### config.mk
export PLATFORM = sky130hd
export DESIGN_NAME = bootloader_command_link_engine
export DESIGN_NICKNAME = d
export VERILOG_FILES = /design/src/rtl/core/bcle_pkg.sv /design/src/rtl/core/bootloader_command_link_engine.sv /design/src/rtl/core/bcle_front.sv /design/src/rtl/core/bcle_queue.sv /design/src/rtl/core/bcle_crc.sv /design/src/rtl/core/bcle_back.sv
export SDC_FILE = /design/constraint.sdc
export NUM_CORES = 2
export LEC_CHECK = 0
export BUFFER_PORTS_ARGS = -buffer_cell sky130_fd_sc_hd__buf_4
export CAP_MARGIN = 10
export CELL_PAD_IN_SITES_DETAIL_PLACEMENT = 1
export CELL_PAD_IN_SITES_GLOBAL_PLACEMENT = 1
export CORE_ASPECT_RATIO = 0.8
export CORE_MARGIN = 4
export CORE_UTILIZATION = 48
export CTS_CLUSTER_DIAMETER = 80
export DETAILED_ROUTE_END_ITERATION = 16
export GPL_TIMING_DRIVEN = 1
export PLACE_DENSITY_LB_ADDON = 0.05
export SLEW_MARGIN = 0
export SYNTH_ARGS = -nofsm -noshare
export SYNTH_HDL_FRONTEND = slang
export SYNTH_SLANG_ARGS = --single-unit
### constraint.sdc
create_clock -name clk_i -period 21.6 [get_ports clk_i]
set_input_delay 2.16 -clock clk_i [delete_from_list [all_inputs] [get_ports clk_i]]
set_output_delay 2.16 -clock clk_i [all_outputs]
set_load 0.01 [all_outputs]
### src/rtl/core/bcle_pkg.sv
// Shared types, constants and the CRC32 byte step for the command link engine.
`timescale 1ns / 1ps
`default_nettype none
package bcle_pkg;

  localparam logic [31:0] CrcPoly = 32'h04C11DB7;
  localparam logic [31:0] CrcInit = 32'hFFFF_FFFF;
  localparam int unsigned QDepth = 4;
  localparam int unsigned PlanDepth = 6;

  // function codes
  localparam logic [2:0] FnInfo   = 3'd1;
  localparam logic [2:0] FnUpdate = 3'd2;
  localparam logic [2:0] FnSize   = 3'd5;
  localparam logic [2:0] FnBase   = 3'd6;
  localparam logic [2:0] FnErase  = 3'd7;

  // response frame types (second word of a response)
  localparam logic [31:0] RspAck   = 32'd1;
  localparam logic [31:0] RspInfo  = 32'd2;
  localparam logic [31:0] RspErase = 32'd4;

  typedef enum logic [1:0] {
    ACT_START   = 2'd0,
    ACT_PAYLOAD = 2'd1,
    ACT_RX      = 2'd2,
    ACT_TICK    = 2'd3
  } action_e;

  typedef enum logic [1:0] {
    KIND_TX      = 2'd0,
    KIND_REPORT  = 2'd1,
    KIND_SUCCESS = 2'd2,
    KIND_FAIL    = 2'd3
  } kind_e;

  typedef enum logic {
    CFG_TIMEOUT = 1'b0,
    CFG_PERIOD  = 1'b1
  } cfg_reg_e;

  typedef enum logic [2:0] {
    ST_IDLE,
    ST_PREP,
    ST_CRC,
    ST_APPLY,
    ST_JUDGE,
    ST_DIV,
    ST_EMIT
  } back_state_e;

  typedef struct packed {
    logic [1:0]  action;
    logic [2:0]  function_code;
    logic [31:0] argument;
    logic [8:0]  payload_count;
    logic [31:0] word;
    logic        frame_end;
  } in_item_t;

  typedef struct packed {
    logic [1:0]  kind;
    logic [31:0] value;
    logic        last;
  } out_item_t;

  typedef struct packed {
    action_e  op;
    logic     has_arg;
    in_item_t item;
  } cmd_t;

  typedef struct packed {
    logic        start;
    logic [31:0] crc;
    logic [31:0] word;
  } crc_req_t;

  typedef struct packed {
    logic        done;
    logic [31:0] crc;
  } crc_rsp_t;

  // Eight MSB-first steps of the CRC32 shift register.
  function automatic logic [31:0] crc_byte(logic [31:0] crc, logic [7:0] data);
    logic [31:0] c;
    logic        fb;
    c = crc;
    for (int i = 0; i < 8; i++) begin
      fb = c[31] ^ data[7-i];
      c  = {c[30:0], 1'b0};
      if (fb) begin
        c = c ^ CrcPoly;
      end
    end
    return c;
  endfunction

endpackage
`default_nettype wire

### src/rtl/core/bootloader_command_link_engine.sv
// Top level of the bootloader command link engine (host side).
//
// Input channel (in_valid_i / in_stall_o / in_item_i): start, payload word,
// received response word or millisecond tick. A front register takes one
// transaction per cycle into a four-entry command queue; in_stall_o rises only
// while the queue is full and the front register is occupied.
// Output channel (out_valid_o / out_stall_i / out_item_o): transmit words,
// reported words, success or timeout, with last set on the final result of
// each input transaction. A stalled result holds in the output register while
// the front keeps accepting.
// The back end handles one command at a time. Each CRC word goes through the
// byte-wide CRC unit in turn; a start sends two or three words there, a
// payload word and a response word one each (none for the word that ends a
// frame), and a tick may run the 16-step remainder of the resend check.
// From acceptance, a transaction passes the front register, the queue and
// the back end before its first result reaches the output register.
// Reset empties the queue, goes idle, restores timeout 100 and resend period
// 20 ticks. Configuration writes take effect at once and have no read-back.
`timescale 1ns / 1ps
`default_nettype none
module bootloader_command_link_engine #(
  parameter int unsigned MAX_PAYLOAD_WORDS = 256,
  parameter int unsigned RESP_WORDS        = 8
) (
  input  logic                 clk_i,
  input  logic                 rst_ni,
  input  logic                 cfg_we_i,
  input  logic                 cfg_idx_i,
  input  logic [15:0]          cfg_data_i,
  input  logic                 in_valid_i,
  output logic                 in_stall_o,
  input  bcle_pkg::in_item_t   in_item_i,
  output logic                 out_valid_o,
  input  logic                 out_stall_i,
  output bcle_pkg::out_item_t  out_item_o
);
  import bcle_pkg::*;

  logic     q_push;
  logic     q_full;
  logic     q_pop;
  logic     q_empty;
  cmd_t     push_cmd;
  cmd_t     head_cmd;
  crc_req_t crc_req;
  crc_rsp_t crc_rsp;

  bcle_front u_front (
    .clk_i      (clk_i),
    .rst_ni     (rst_ni),
    .in_valid_i (in_valid_i),
    .in_stall_o (in_stall_o),
    .in_item_i  (in_item_i),
    .push_o     (q_push),
    .cmd_o      (push_cmd),
    .full_i     (q_full)
  );

  bcle_queue u_queue (
    .clk_i   (clk_i),
    .rst_ni  (rst_ni),
    .push_i  (q_push),
    .cmd_i   (push_cmd),
    .full_o  (q_full),
    .pop_i   (q_pop),
    .empty_o (q_empty),
    .head_o  (head_cmd)
  );

  bcle_crc u_crc (
    .clk_i  (clk_i),
    .rst_ni (rst_ni),
    .req_i  (crc_req),
    .rsp_o  (crc_rsp)
  );

  bcle_back #(
    .MAX_PAYLOAD_WORDS (MAX_PAYLOAD_WORDS),
    .RESP_WORDS        (RESP_WORDS)
  ) u_back (
    .clk_i       (clk_i),
    .rst_ni      (rst_ni),
    .cfg_we_i    (cfg_we_i),
    .cfg_idx_i   (cfg_idx_i),
    .cfg_data_i  (cfg_data_i),
    .q_empty_i   (q_empty),
    .q_head_i    (head_cmd),
    .q_pop_o     (q_pop),
    .crc_req_o   (crc_req),
    .crc_rsp_i   (crc_rsp),
    .out_valid_o (out_valid_o),
    .out_stall_i (out_stall_i),
    .out_item_o  (out_item_o)
  );

`ifndef NO_ASSERTIONS
  a_no_overflow: assert property (@(posedge clk_i) disable iff (!rst_ni)
    q_push |-> !q_full) else $error("command queue overflow");

  a_no_underflow: assert property (@(posedge clk_i) disable iff (!rst_ni)
    q_pop |-> !q_empty) else $error("command queue underflow");

  a_crc_single: assert property (@(posedge clk_i) disable iff (!rst_ni)
    crc_req.start |=> !crc_req.start) else $error("CRC unit restarted while busy");

  a_end_zero: assert property (@(posedge clk_i) disable iff (!rst_ni)
    out_valid_o && (out_item_o.kind == KIND_SUCCESS || out_item_o.kind == KIND_FAIL)
    |-> out_item_o.value == 32'd0 && out_item_o.last)
    else $error("completion result carries data or is not last");
`endif

endmodule
`default_nettype wire

### src/rtl/core/bcle_front.sv
// Front end: input register that classifies transactions and feeds the command queue.
`timescale 1ns / 1ps
`default_nettype none
module bcle_front (
  input  logic                clk_i,
  input  logic                rst_ni,
  input  logic                in_valid_i,
  output logic                in_stall_o,
  input  bcle_pkg::in_item_t  in_item_i,
  output logic                push_o,
  output bcle_pkg::cmd_t      cmd_o,
  input  logic                full_i
);
  import bcle_pkg::*;

  logic  f_valid_q, f_valid_d;
  cmd_t  f_cmd_q, f_cmd_d;
  logic  accept;
  logic  keep;

  assign in_stall_o = f_valid_q && full_i;
  assign accept     = in_valid_i && !in_stall_o;
  assign push_o     = f_valid_q && !full_i;
  assign cmd_o      = f_cmd_q;

  // a start with no function code does nothing: drop it here
  assign keep = !((action_e'(in_item_i.action) == ACT_START) &&
                  (in_item_i.function_code == 3'd0));

  always_comb begin
    f_valid_d = f_valid_q;
    f_cmd_d   = f_cmd_q;
    if (push_o) begin
      f_valid_d = 1'b0;
    end
    if (accept) begin
      f_valid_d       = keep;
      f_cmd_d.op      = action_e'(in_item_i.action);
      f_cmd_d.has_arg = (in_item_i.function_code == FnSize) ||
                        (in_item_i.function_code == FnBase);
      f_cmd_d.item    = in_item_i;
    end
  end

  always_ff @(posedge clk_i or negedge rst_ni) begin
    if (!rst_ni) begin
      f_valid_q <= 1'b0;
    end else begin
      f_valid_q <= f_valid_d;
    end
  end

  always_ff @(posedge clk_i) begin
    f_cmd_q <= f_cmd_d;
  end

endmodule
`default_nettype wire

### src/rtl/core/bcle_queue.sv
// Short command queue between the front end and the back end.
`timescale 1ns / 1ps
`default_nettype none
module bcle_queue (
  input  logic            clk_i,
  input  logic            rst_ni,
  input  logic            push_i,
  input  bcle_pkg::cmd_t  cmd_i,
  output logic            full_o,
  input  logic            pop_i,
  output logic            empty_o,
  output bcle_pkg::cmd_t  head_o
);
  import bcle_pkg::*;

  localparam int unsigned PtrW = $clog2(QDepth);
  localparam int unsigned CntW = $clog2(QDepth + 1);

  cmd_t            mem_q [QDepth];
  logic [PtrW-1:0] wr_q, wr_d, rd_q, rd_d;
  logic [CntW-1:0] cnt_q, cnt_d;

  assign full_o  = (cnt_q == CntW'(QDepth));
  assign empty_o = (cnt_q == '0);
  assign head_o  = mem_q[rd_q];

  always_comb begin
    wr_d  = push_i ? wr_q + PtrW'(1) : wr_q;
    rd_d  = pop_i  ? rd_q + PtrW'(1) : rd_q;
    cnt_d = cnt_q;
    if (push_i && !pop_i) begin
      cnt_d = cnt_q + CntW'(1);
    end else if (pop_i && !push_i) begin
      cnt_d = cnt_q - CntW'(1);
    end
  end

  always_ff @(posedge clk_i or negedge rst_ni) begin
    if (!rst_ni) begin
      wr_q  <= '0;
      rd_q  <= '0;
      cnt_q <= '0;
    end else begin
      wr_q  <= wr_d;
      rd_q  <= rd_d;
      cnt_q <= cnt_d;
    end
  end

  always_ff @(posedge clk_i) begin
    if (push_i) begin
      mem_q[wr_q] <= cmd_i;
    end
  end

endmodule
`default_nettype wire

### src/rtl/core/bcle_crc.sv
// CRC32 unit: one 32-bit word per request, a byte per cycle.
`timescale 1ns / 1ps
`default_nettype none
module bcle_crc (
  input  logic                clk_i,
  input  logic                rst_ni,
  input  bcle_pkg::crc_req_t  req_i,
  output bcle_pkg::crc_rsp_t  rsp_o
);
  import bcle_pkg::*;

  logic        run_q, run_d;
  logic        done_q, done_d;
  logic [1:0]  cnt_q, cnt_d;
  logic [31:0] c_q, c_d;
  logic [31:0] w_q, w_d;

  assign rsp_o.done = done_q;
  assign rsp_o.crc  = c_q;

  always_comb begin
    run_d  = run_q;
    done_d = 1'b0;
    cnt_d  = cnt_q;
    c_d    = c_q;
    w_d    = w_q;
    if (req_i.start) begin
      run_d = 1'b1;
      cnt_d = '0;
      c_d   = req_i.crc;
      w_d   = req_i.word;
    end else if (run_q) begin
      c_d   = crc_byte(c_q, w_q[31:24]);
      w_d   = {w_q[23:0], 8'd0};
      cnt_d = cnt_q + 2'd1;
      if (cnt_q == 2'd3) begin
        run_d  = 1'b0;
        done_d = 1'b1;
      end
    end
  end

  always_ff @(posedge clk_i or negedge rst_ni) begin
    if (!rst_ni) begin
      run_q  <= 1'b0;
      done_q <= 1'b0;
      cnt_q  <= '0;
    end else begin
      run_q  <= run_d;
      done_q <= done_d;
      cnt_q  <= cnt_d;
    end
  end

  always_ff @(posedge clk_i) begin
    c_q <= c_d;
    w_q <= w_d;
  end

endmodule
`default_nettype wire

### src/rtl/core/bcle_back.sv
// Back end: command sequencer, response checker, wait timer and result register.
`timescale 1ns / 1ps
`default_nettype none
module bcle_back #(
  parameter int unsigned MAX_PAYLOAD_WORDS = 256,
  parameter int unsigned RESP_WORDS        = 8
) (
  input  logic                 clk_i,
  input  logic                 rst_ni,
  input  logic                 cfg_we_i,
  input  logic                 cfg_idx_i,
  input  logic [15:0]          cfg_data_i,
  input  logic                 q_empty_i,
  input  bcle_pkg::cmd_t       q_head_i,
  output logic                 q_pop_o,
  output bcle_pkg::crc_req_t   crc_req_o,
  input  bcle_pkg::crc_rsp_t   crc_rsp_i,
  output logic                 out_valid_o,
  input  logic                 out_stall_i,
  output bcle_pkg::out_item_t  out_item_o
);
  import bcle_pkg::*;

  localparam int unsigned CntW    = $clog2(MAX_PAYLOAD_WORDS + 1);
  localparam int unsigned IdxW    = $clog2(RESP_WORDS + 1);
  localparam int unsigned WordsSz = (RESP_WORDS > 8) ? RESP_WORDS : 8;
  localparam int unsigned WAddrW  = $clog2(WordsSz);

  back_state_e state_q, state_d;

  // command state
  logic            busy_q, busy_d;
  logic [2:0]      code_q, code_d;
  logic [31:0]     arg_q, arg_d;
  logic [31:0]     req_crc_q, req_crc_d;
  logic [31:0]     tx_crc_q, tx_crc_d;
  logic [CntW-1:0] left_q, left_d;
  logic [15:0]     wait_q, wait_d;
  logic [15:0]     timeout_q, timeout_d;
  logic [7:0]      period_q, period_d;

  // receive state
  logic [IdxW-1:0]       rx_idx_q, rx_idx_d;
  logic [31:0]           rx_crc_q, rx_crc_d;
  logic [RESP_WORDS-1:0] rx_match_q, rx_match_d;
  logic [31:0]           rx_words_q [WordsSz];
  logic                  rx_we;
  logic [WordsSz-1:0]    match_ext;

  // work registers
  cmd_t        cur_q, cur_d;
  logic [31:0] crc_w_q [3];
  logic [31:0] crc_w_d [3];
  logic [1:0]  crc_n_q, crc_n_d;
  logic [1:0]  crc_k_q, crc_k_d;
  logic [31:0] crc_acc_q, crc_acc_d;
  logic        crc_go_q, crc_go_d;
  logic        crc_last;
  logic [7:0]  rem_q, rem_d;
  logic [3:0]  div_k_q, div_k_d;
  logic [8:0]  div_t;
  logic [7:0]  rem_next;

  // result plan and output register
  kind_e       plan_kind_q [PlanDepth];
  kind_e       plan_kind_d [PlanDepth];
  logic [31:0] plan_val_q [PlanDepth];
  logic [31:0] plan_val_d [PlanDepth];
  logic [2:0]  plan_n_q, plan_n_d;
  logic [2:0]  emit_k_q, emit_k_d;
  logic        out_valid_q, out_valid_d;
  out_item_t   out_q, out_d;
  logic        slot_free;
  logic        emit_last;

  // decoded conditions
  logic            start_upd;
  logic            start_arg;
  logic [CntW-1:0] start_cnt;
  logic [31:0]     start_len;
  logic            pay_ok;
  logic            rx_room;
  logic            tick_ok;
  logic [15:0]     wait_inc;
  logic            tick_fail;
  logic            tick_resend;
  logic            plain_arg;
  logic            judge_hit;
  logic            hit_info;
  logic            hit_erase;
  logic            hit_ack;

  assign start_upd = (cur_q.item.function_code == FnUpdate);
  assign start_arg = start_upd || cur_q.has_arg;
  assign start_cnt = (32'(cur_q.item.payload_count) > 32'(MAX_PAYLOAD_WORDS)) ?
                     CntW'(MAX_PAYLOAD_WORDS) : CntW'(cur_q.item.payload_count);
  assign start_len = start_upd ? 32'(start_cnt) + 32'd4 :
                     (cur_q.has_arg ? 32'd4 : 32'd3);

  assign pay_ok      = busy_q && (left_q != '0);
  assign rx_room     = (32'(rx_idx_q) < 32'(RESP_WORDS));
  assign tick_ok     = busy_q && (left_q == '0);
  assign wait_inc    = (wait_q == 16'hFFFF) ? wait_q : wait_q + 16'd1;
  assign tick_fail   = (wait_inc >= timeout_q);
  assign tick_resend = (code_q != FnUpdate) && (period_q != 8'd0);
  assign plain_arg   = (code_q == FnSize) || (code_q == FnBase);

  assign crc_last = crc_rsp_i.done && (crc_k_q == crc_n_q - 2'd1);

  // restoring remainder of the wait count by the resend period, one bit a cycle
  assign div_t    = {rem_q, wait_q[4'd15 - div_k_q]};
  assign rem_next = (div_t >= {1'b0, period_q}) ? 8'(div_t - {1'b0, period_q}) :
                    div_t[7:0];

  always_comb begin
    match_ext = '0;
    match_ext[RESP_WORDS-1:0] = rx_match_q;
  end

  assign hit_info  = (code_q == FnInfo) && (rx_words_q[1] == RspInfo) &&
                     (32'(rx_idx_q) > 32'd7) && match_ext[7];
  assign hit_erase = (code_q == FnErase) && (rx_words_q[1] == RspErase) &&
                     (32'(rx_idx_q) > 32'd3) && match_ext[3];
  assign hit_ack   = (code_q != FnInfo) && (code_q != FnErase) &&
                     (32'(rx_idx_q) >= 32'd6) && (rx_words_q[1] == RspAck) &&
                     (rx_words_q[2] == 32'(code_q)) && (rx_words_q[3] == req_crc_q) &&
                     ((code_q != FnUpdate) || (rx_words_q[4] == arg_q)) &&
                     match_ext[5];
  assign judge_hit = busy_q && (left_q == '0) && (32'(rx_idx_q) >= 32'd2) &&
                     (hit_info || hit_erase || hit_ack);

  assign slot_free = !out_valid_q || !out_stall_i;
  assign emit_last = (emit_k_q == plan_n_q - 3'd1);

  assign crc_req_o.start = (state_q == ST_CRC) && crc_go_q;
  assign crc_req_o.crc   = crc_acc_q;
  assign crc_req_o.word  = crc_w_q[crc_k_q];

  assign q_pop_o     = (state_q == ST_IDLE) && !q_empty_i;
  assign out_valid_o = out_valid_q;
  assign out_item_o  = out_q;

  // next state
  always_comb begin
    state_d = state_q;
    unique case (state_q)
      ST_IDLE: begin
        if (!q_empty_i) begin
          state_d = ST_PREP;
        end
      end
      ST_PREP: begin
        unique case (cur_q.op)
          ACT_START:   state_d = ST_CRC;
          ACT_PAYLOAD: state_d = pay_ok ? ST_CRC : ST_IDLE;
          ACT_RX: begin
            if (cur_q.item.frame_end) begin
              state_d = ST_JUDGE;
            end else begin
              state_d = rx_room ? ST_CRC : ST_IDLE;
            end
          end
          ACT_TICK: begin
            if (!tick_ok) begin
              state_d = ST_IDLE;
            end else if (tick_fail) begin
              state_d = ST_EMIT;
            end else begin
              state_d = tick_resend ? ST_DIV : ST_IDLE;
            end
          end
        endcase
      end
      ST_CRC: begin
        if (crc_last) begin
          state_d = ST_APPLY;
        end
      end
      ST_APPLY: state_d = (cur_q.op == ACT_RX) ? ST_IDLE : ST_EMIT;
      ST_JUDGE: state_d = judge_hit ? ST_EMIT : ST_IDLE;
      ST_DIV: begin
        if (div_k_q == 4'd15) begin
          state_d = (rem_next == 8'd0) ? ST_EMIT : ST_IDLE;
        end
      end
      ST_EMIT: begin
        if (slot_free && emit_last) begin
          state_d = ST_IDLE;
        end
      end
      default: state_d = ST_IDLE;
    endcase
  end

  // datapath and outputs
  always_comb begin
    logic [2:0] pn;
    pn          = '0;
    busy_d      = busy_q;
    code_d      = code_q;
    arg_d       = arg_q;
    req_crc_d   = req_crc_q;
    tx_crc_d    = tx_crc_q;
    left_d      = left_q;
    wait_d      = wait_q;
    timeout_d   = timeout_q;
    period_d    = period_q;
    rx_idx_d    = rx_idx_q;
    rx_crc_d    = rx_crc_q;
    rx_match_d  = rx_match_q;
    rx_we       = 1'b0;
    cur_d       = cur_q;
    crc_w_d     = crc_w_q;
    crc_n_d     = crc_n_q;
    crc_k_d     = crc_k_q;
    crc_acc_d   = crc_acc_q;
    crc_go_d    = crc_go_q;
    rem_d       = rem_q;
    div_k_d     = div_k_q;
    plan_kind_d = plan_kind_q;
    plan_val_d  = plan_val_q;
    plan_n_d    = plan_n_q;
    emit_k_d    = emit_k_q;
    out_valid_d = out_valid_q && out_stall_i;
    out_d       = out_q;

    if (cfg_we_i) begin
      unique case (cfg_reg_e'(cfg_idx_i))
        CFG_TIMEOUT: timeout_d = cfg_data_i;
        CFG_PERIOD:  period_d  = cfg_data_i[7:0];
      endcase
    end

    unique case (state_q)
      ST_IDLE: begin
        if (!q_empty_i) begin
          cur_d = q_head_i;
        end
      end
      ST_PREP: begin
        unique case (cur_q.op)
          ACT_START: begin
            crc_w_d[0] = start_len;
            crc_w_d[1] = 32'(cur_q.item.function_code);
            crc_w_d[2] = cur_q.item.argument;
            crc_n_d    = start_arg ? 2'd3 : 2'd2;
            crc_k_d    = '0;
            crc_acc_d  = CrcInit;
            crc_go_d   = 1'b1;
          end
          ACT_PAYLOAD: begin
            crc_w_d[0] = cur_q.item.word;
            crc_n_d    = 2'd1;
            crc_k_d    = '0;
            crc_acc_d  = tx_crc_q;
            crc_go_d   = pay_ok;
          end
          ACT_RX: begin
            if (rx_room) begin
              rx_we    = 1'b1;
              rx_idx_d = rx_idx_q + IdxW'(1);
              if (cur_q.item.word == rx_crc_q) begin
                rx_match_d = rx_match_q | (RESP_WORDS'(1) << rx_idx_q);
              end
            end
            crc_w_d[0] = cur_q.item.word;
            crc_n_d    = 2'd1;
            crc_k_d    = '0;
            crc_acc_d  = rx_crc_q;
            crc_go_d   = rx_room && !cur_q.item.frame_end;
          end
          ACT_TICK: begin
            rem_d   = '0;
            div_k_d = '0;
            if (tick_ok) begin
              wait_d = wait_inc;
              if (tick_fail) begin
                busy_d         = 1'b0;
                plan_kind_d[0] = KIND_FAIL;
                plan_val_d[0]  = '0;
                plan_n_d       = 3'd1;
                emit_k_d       = '0;
              end
            end
          end
        endcase
      end
      ST_CRC: begin
        crc_go_d = 1'b0;
        if (crc_rsp_i.done) begin
          crc_acc_d = crc_rsp_i.crc;
          crc_k_d   = crc_k_q + 2'd1;
          crc_go_d  = !crc_last;
        end
      end
      ST_APPLY: begin
        emit_k_d = '0;
        unique case (cur_q.op)
          ACT_START: begin
            busy_d   = 1'b1;
            code_d   = cur_q.item.function_code;
            wait_d   = '0;
            left_d   = start_upd ? start_cnt : '0;
            arg_d    = start_arg ? cur_q.item.argument : '0;
            tx_crc_d = crc_acc_q;
            plan_kind_d[pn] = KIND_TX;
            plan_val_d[pn]  = start_len;
            pn = pn + 3'd1;
            plan_kind_d[pn] = KIND_TX;
            plan_val_d[pn]  = 32'(cur_q.item.function_code);
            pn = pn + 3'd1;
            if (start_arg) begin
              plan_kind_d[pn] = KIND_TX;
              plan_val_d[pn]  = cur_q.item.argument;
              pn = pn + 3'd1;
            end
            if (!start_upd || (start_cnt == '0)) begin
              req_crc_d       = crc_acc_q;
              plan_kind_d[pn] = KIND_TX;
              plan_val_d[pn]  = crc_acc_q;
              pn = pn + 3'd1;
            end
            plan_n_d = pn;
          end
          ACT_PAYLOAD: begin
            tx_crc_d = crc_acc_q;
            left_d   = left_q - CntW'(1);
            plan_kind_d[0] = KIND_TX;
            plan_val_d[0]  = cur_q.item.word;
            plan_n_d       = 3'd1;
            if (left_q == CntW'(1)) begin
              req_crc_d      = crc_acc_q;
              plan_kind_d[1] = KIND_TX;
              plan_val_d[1]  = crc_acc_q;
              plan_n_d       = 3'd2;
            end
          end
          ACT_RX: rx_crc_d = crc_acc_q;
          ACT_TICK: ;
        endcase
      end
      ST_JUDGE: begin
        // frame boundary: start the next frame from scratch
        rx_idx_d   = '0;
        rx_crc_d   = CrcInit;
        rx_match_d = '0;
        emit_k_d   = '0;
        if (judge_hit) begin
          busy_d = 1'b0;
          if (hit_info) begin
            for (int i = 0; i < 5; i++) begin
              plan_kind_d[i] = KIND_REPORT;
              plan_val_d[i]  = rx_words_q[i+2];
            end
            plan_kind_d[5] = KIND_SUCCESS;
            plan_val_d[5]  = '0;
            plan_n_d       = 3'd6;
          end else if (hit_erase) begin
            plan_kind_d[0] = KIND_REPORT;
            plan_val_d[0]  = rx_words_q[2];
            plan_kind_d[1] = KIND_SUCCESS;
            plan_val_d[1]  = '0;
            plan_n_d       = 3'd2;
          end else begin
            plan_kind_d[0] = KIND_SUCCESS;
            plan_val_d[0]  = '0;
            plan_n_d       = 3'd1;
          end
        end
      end
      ST_DIV: begin
        rem_d    = rem_next;
        div_k_d  = div_k_q + 4'd1;
        emit_k_d = '0;
        // resend the stored request on a whole period
        if ((div_k_q == 4'd15) && (rem_next == 8'd0)) begin
          plan_kind_d[pn] = KIND_TX;
          plan_val_d[pn]  = plain_arg ? 32'd4 : 32'd3;
          pn = pn + 3'd1;
          plan_kind_d[pn] = KIND_TX;
          plan_val_d[pn]  = 32'(code_q);
          pn = pn + 3'd1;
          if (plain_arg) begin
            plan_kind_d[pn] = KIND_TX;
            plan_val_d[pn]  = arg_q;
            pn = pn + 3'd1;
          end
          plan_kind_d[pn] = KIND_TX;
          plan_val_d[pn]  = req_crc_q;
          pn = pn + 3'd1;
          plan_n_d = pn;
        end
      end
      ST_EMIT: begin
        if (slot_free) begin
          out_valid_d = 1'b1;
          out_d.kind  = plan_kind_q[emit_k_q];
          out_d.value = plan_val_q[emit_k_q];
          out_d.last  = emit_last;
          emit_k_d    = emit_k_q + 3'd1;
        end
      end
      default: ;
    endcase
  end

  always_ff @(posedge clk_i or negedge rst_ni) begin
    if (!rst_ni) begin
      state_q     <= ST_IDLE;
      busy_q      <= 1'b0;
      code_q      <= '0;
      arg_q       <= '0;
      req_crc_q   <= '0;
      tx_crc_q    <= CrcInit;
      left_q      <= '0;
      wait_q      <= '0;
      timeout_q   <= 16'd100;
      period_q    <= 8'd20;
      rx_idx_q    <= '0;
      rx_crc_q    <= CrcInit;
      rx_match_q  <= '0;
      crc_go_q    <= 1'b0;
      crc_n_q     <= '0;
      crc_k_q     <= '0;
      div_k_q     <= '0;
      plan_n_q    <= '0;
      emit_k_q    <= '0;
      out_valid_q <= 1'b0;
    end else begin
      state_q     <= state_d;
      busy_q      <= busy_d;
      code_q      <= code_d;
      arg_q       <= arg_d;
      req_crc_q   <= req_crc_d;
      tx_crc_q    <= tx_crc_d;
      left_q      <= left_d;
      wait_q      <= wait_d;
      timeout_q   <= timeout_d;
      period_q    <= period_d;
      rx_idx_q    <= rx_idx_d;
      rx_crc_q    <= rx_crc_d;
      rx_match_q  <= rx_match_d;
      crc_go_q    <= crc_go_d;
      crc_n_q     <= crc_n_d;
      crc_k_q     <= crc_k_d;
      div_k_q     <= div_k_d;
      plan_n_q    <= plan_n_d;
      emit_k_q    <= emit_k_d;
      out_valid_q <= out_valid_d;
    end
  end

  always_ff @(posedge clk_i) begin
    cur_q       <= cur_d;
    crc_w_q     <= crc_w_d;
    crc_acc_q   <= crc_acc_d;
    rem_q       <= rem_d;
    plan_kind_q <= plan_kind_d;
    plan_val_q  <= plan_val_d;
    out_q       <= out_d;
    if (rx_we) begin
      rx_words_q[rx_idx_q[WAddrW-1:0]] <= cur_q.item.word;
    end
  end

endmodule
`default_nettype wire
==> impl_metrics.ini <==
[status]
status = completed

[floorplan]
initial_utilization_pct = 48.7
core-area_sq_um = 111000
die_x_um = 384
die-height_um = 308
std_cell_rows = 109
dieArea_sq_um = 118000
boundaryPins = 138

[pwr]
leakagePower_nw = 21.7
vdd_drop_max_v = 0.0000985
power.density_nw_per_um2 = 101

[setup_path]
critPathMaxFanout = 60
required_time_at_the_endpoint_of_the_critical_path_ns = 21.98
crit_path_start_kind = register
timing.critical_path.arrival_ns = 6.10
criticalPathCategory = reg2reg
reg2reg_to = u_back.plan_val_q[18]
worst_r2r_startpoint = u_back.div_k_q[0]
reg2regPathDepth = 15
worst_setup_path_end_kind = register
rrSetupSlack_ns = 15.88

[clocking]
clk_path_buf_depth = 3
worstSkewPairLatency_ns = 0.77
cts.clk_slew.worst_paths_ns = 0.06
clock-sinks = 1298
clock_tree.root_cell = clkbuf_16
ctsHtreeMaxLevel = 4
clock_tree_from_tritoncts = built
count_of_cells_resized_by_post_cts_repair = 0
cts_hold_buf = 0
tritoncts.num_buffers = 134
cts.repair_timing.setup_buffer_count = 0

[logic_synthesis]
synth-edff-count = 1079
ys_ff_latch = 1298
synth_largest_type_area_fraction_pct = 59.8
post_synthesis_instance_total = 3646
synthSimpleGateAreaFrac_pct = 7.71
synthDominantAreaCellType = edfxtp_1
netlist_top_cells_area = edfxtp_1 60%, dfrtp_1 6.9%, mux4_2 4.9%, dfstp_2 3.3%, nand2_1 3.2%
main_combinational_cell_family_by_area_after_synthesis = multiplexers
syn_area_cell_sq_um = 14.9
post_synth_num_cell_types = 76
synth-compound-area-share_pct = 7.56
synth_mux_area_share_pct = 8.20
dominantRegCellSynth = edfxtp_1
synth-adder-area-share_pct = 1.18
postSynthNetCount = 3797
yosys_warnings = 0
synthArstFlopShare_pct = 16.9
netlist_area_sq_um = 54100
synth_xor_area_share_pct = 3.39
synth.yosys.seq_area_share_pct = 70.1

[min_path]
hold_end = u_back.crc_w_q[15]
hp-start = u_back.cur_q[57]
count_of_cells_along_the_worst_hold_path = 0
hold_path.class = reg2reg

[placed_design]
numPlacedInstances = 5134
place.detailed.hpwl_um = 105000
io_buf_count = 137
routabilityCongestion = 0.878

[sta]
min_period_ns = 5.72
timing_hold_violations_final = 0
slew_worst_pin_ns = 1.32
setup_viol = 0
max_clock_freq_mhz = 175
report.final.slew_viol_count = 0
layout_worst_path_cycle_share_pct = 26.5
final_layout_setup_total_negative_slack_ns = 0
rsz0062_at_grt = no
final.setup_skew_ns = 0.0249
slew_headroom_pct = 11.0

[route]
drc = 0
ant_nets = 0
routed-wl-met3_um = 12800
wl_met2_um = 69100
drt_iter0_markers = 3279
detail_route.wirelength.met1_um = 73000
drtPass1Iterations = 8
wl_per_cell_um = 29.4
via_count = 32900
drt_wl_total_um = 158000
routed.top_layer = met5
detail_route.vias_per_cell = 6.10

[layout]
post_layout_net_count = 3924
final_cell_count_no_fill = 5386
post_route_cells_drive_above_1_share_pct = 17.5
syn_to_final_growth_pct = 13.2

[global_routing]
antenna_violations_before_repair = 12
pin_count_of_the_biggest_net_entering_global_routing = 141
grt_pass1_vias = 34100
grt_first_pass_wirelength_um = 235000
global_route.usage.total_pct = 26.9
globalRoute.totalOverflow = 0

[flow_run]
cap_viol_max_count = 0
==> layout by cell type, fill, tap and decap left out, types with 69 or more instances in the layout <==
cell type,synthesis,layout
a21oi_1,114,112
mux2i_1,119,119
dfrtp_1,150,144
and2_1,73,69
nor2_1,193,185
a22o_1,93,93
dfstp_2,69,69
xnor2_1,141,141
edfxtp_1,1079,1079
mux4_2,119,119
buf_4,0,195
nand2_1,466,458
o21ai_0,126,125
a31oi_1,74,74
clkbuf_16,0,137
==> cell families after synthesis <==
kind of cell             Yosys count
multiplexers                     288
buffers and inverters            259
other                              1
XOR/XNOR                         209
adder cells (fa/ha/maj)           50
AND/OR/NAND/NOR                  937
AO/OA/AOI/OAI                    604
flip-flops                      1298
==> per-layer routing <==
layer,up-vias,GRT usage (%)
met3,192,4.70
met1,17300,41.7
met5,-,0
met4,4,7.41
li1,14100,-
met2,1353,39.3
==> flip-flops by register name, indices dropped and copies added, names as in the netlist, 32 cells and up <==
signal / flops
u_back.arg_q: 32
u_back.crc_acc_q: 32
u_back.crc_w_q: 67
u_back.cur_q: 79
u_back.out_item_o: 35
u_back.plan_val_q: 192
u_back.req_crc_q: 32
u_back.rx_crc_q: 32
u_back.rx_words_q: 192
u_back.tx_crc_q: 32
u_crc.c_q: 32
u_crc.w_q: 32
u_front.cmd_o: 80
u_queue.mem_q: 320
==> cell usage after synthesis (all sizes together), types with 74 or more instances <==
cell type  instances
a31oi             74
dfrtp            150
mux2i            119
xnor2            141
edfxtp          1079
nor2             193
nand2            466
a21oi            115
mux4             119
and2              75
clkbuf           170
o21ai            132
a22o              93
==> layout make-up <==
cell class	count	area (sq um)
diodes	4	10.0
clock buffers	177	3630
clock inverters	70	701
fillers	10600	50000
inverters	53	199
multi-input cells	2089	15400
flip-flops and latches	1298	38000
well taps	1498	1870
repair buffers	197	1500
==> through the flow <==
stage	cell area, sq um	setup WS [ns]	total power, W	util [%]	hold slack, ns
6_report	61300	15.88	0.00619	55.1	0.461
2_1_floorplan	54100	10.99	0.00367	-	0.426
3_3_place_gp	57000	15.84	0.00392	51.2	0.439
5_1_grt	61300	15.49	0.00645	55.1	0.478
4_1_cts	61300	15.79	0.00626	55.1	0.460
3_5_place_dp	57000	15.78	0.00397	51.2	0.444
==> report_power, final <==
group / internal (W) / leakage [nW] / switching [W]
Sequential: 0.00301 / 12.6 / 0.000135
Combinational: 0.000334 / 6.92 / 0.000418
Clock: 0.00130 / 2.12 / 0.000990
Total: 0.00465 / 21.7 / 0.00154
==> worst max path at each step <==
stage / startpoint / slack [ns] / end
global route: u_back.div_k_q[0] / 15.49 / u_back.plan_val_q[18]
finish: u_back.div_k_q[0] / 15.88 / u_back.plan_val_q[18]
detailed placement: u_back.div_k_q[0] / 15.78 / u_back.plan_val_q[18]
floorplan: u_back.div_k_q[0] / 10.99 / u_back.plan_kind_q[4]
global placement: u_back.div_k_q[0] / 15.84 / u_back.plan_val_q[19]
CTS: u_back.div_k_q[0] / 15.79 / u_back.plan_val_q[50]
==> critical path, stage by stage, from the launching register on <==
cell      delay (ns)
dfrtp_1         0.57
mux4_2          0.58
mux4_2          0.54
inv_2           0.09
ha_1            0.20
fa_1            0.22
nand2b_1        0.13
a21oi_1         0.08
xor2_1          0.16
nor3_1          0.24
nand3_1         0.14
o311a_1         0.42
or3_1           0.45
nor3_2          0.14
buf_4           0.54
buf_4           0.76
Power figures use the tool's default switching activity.
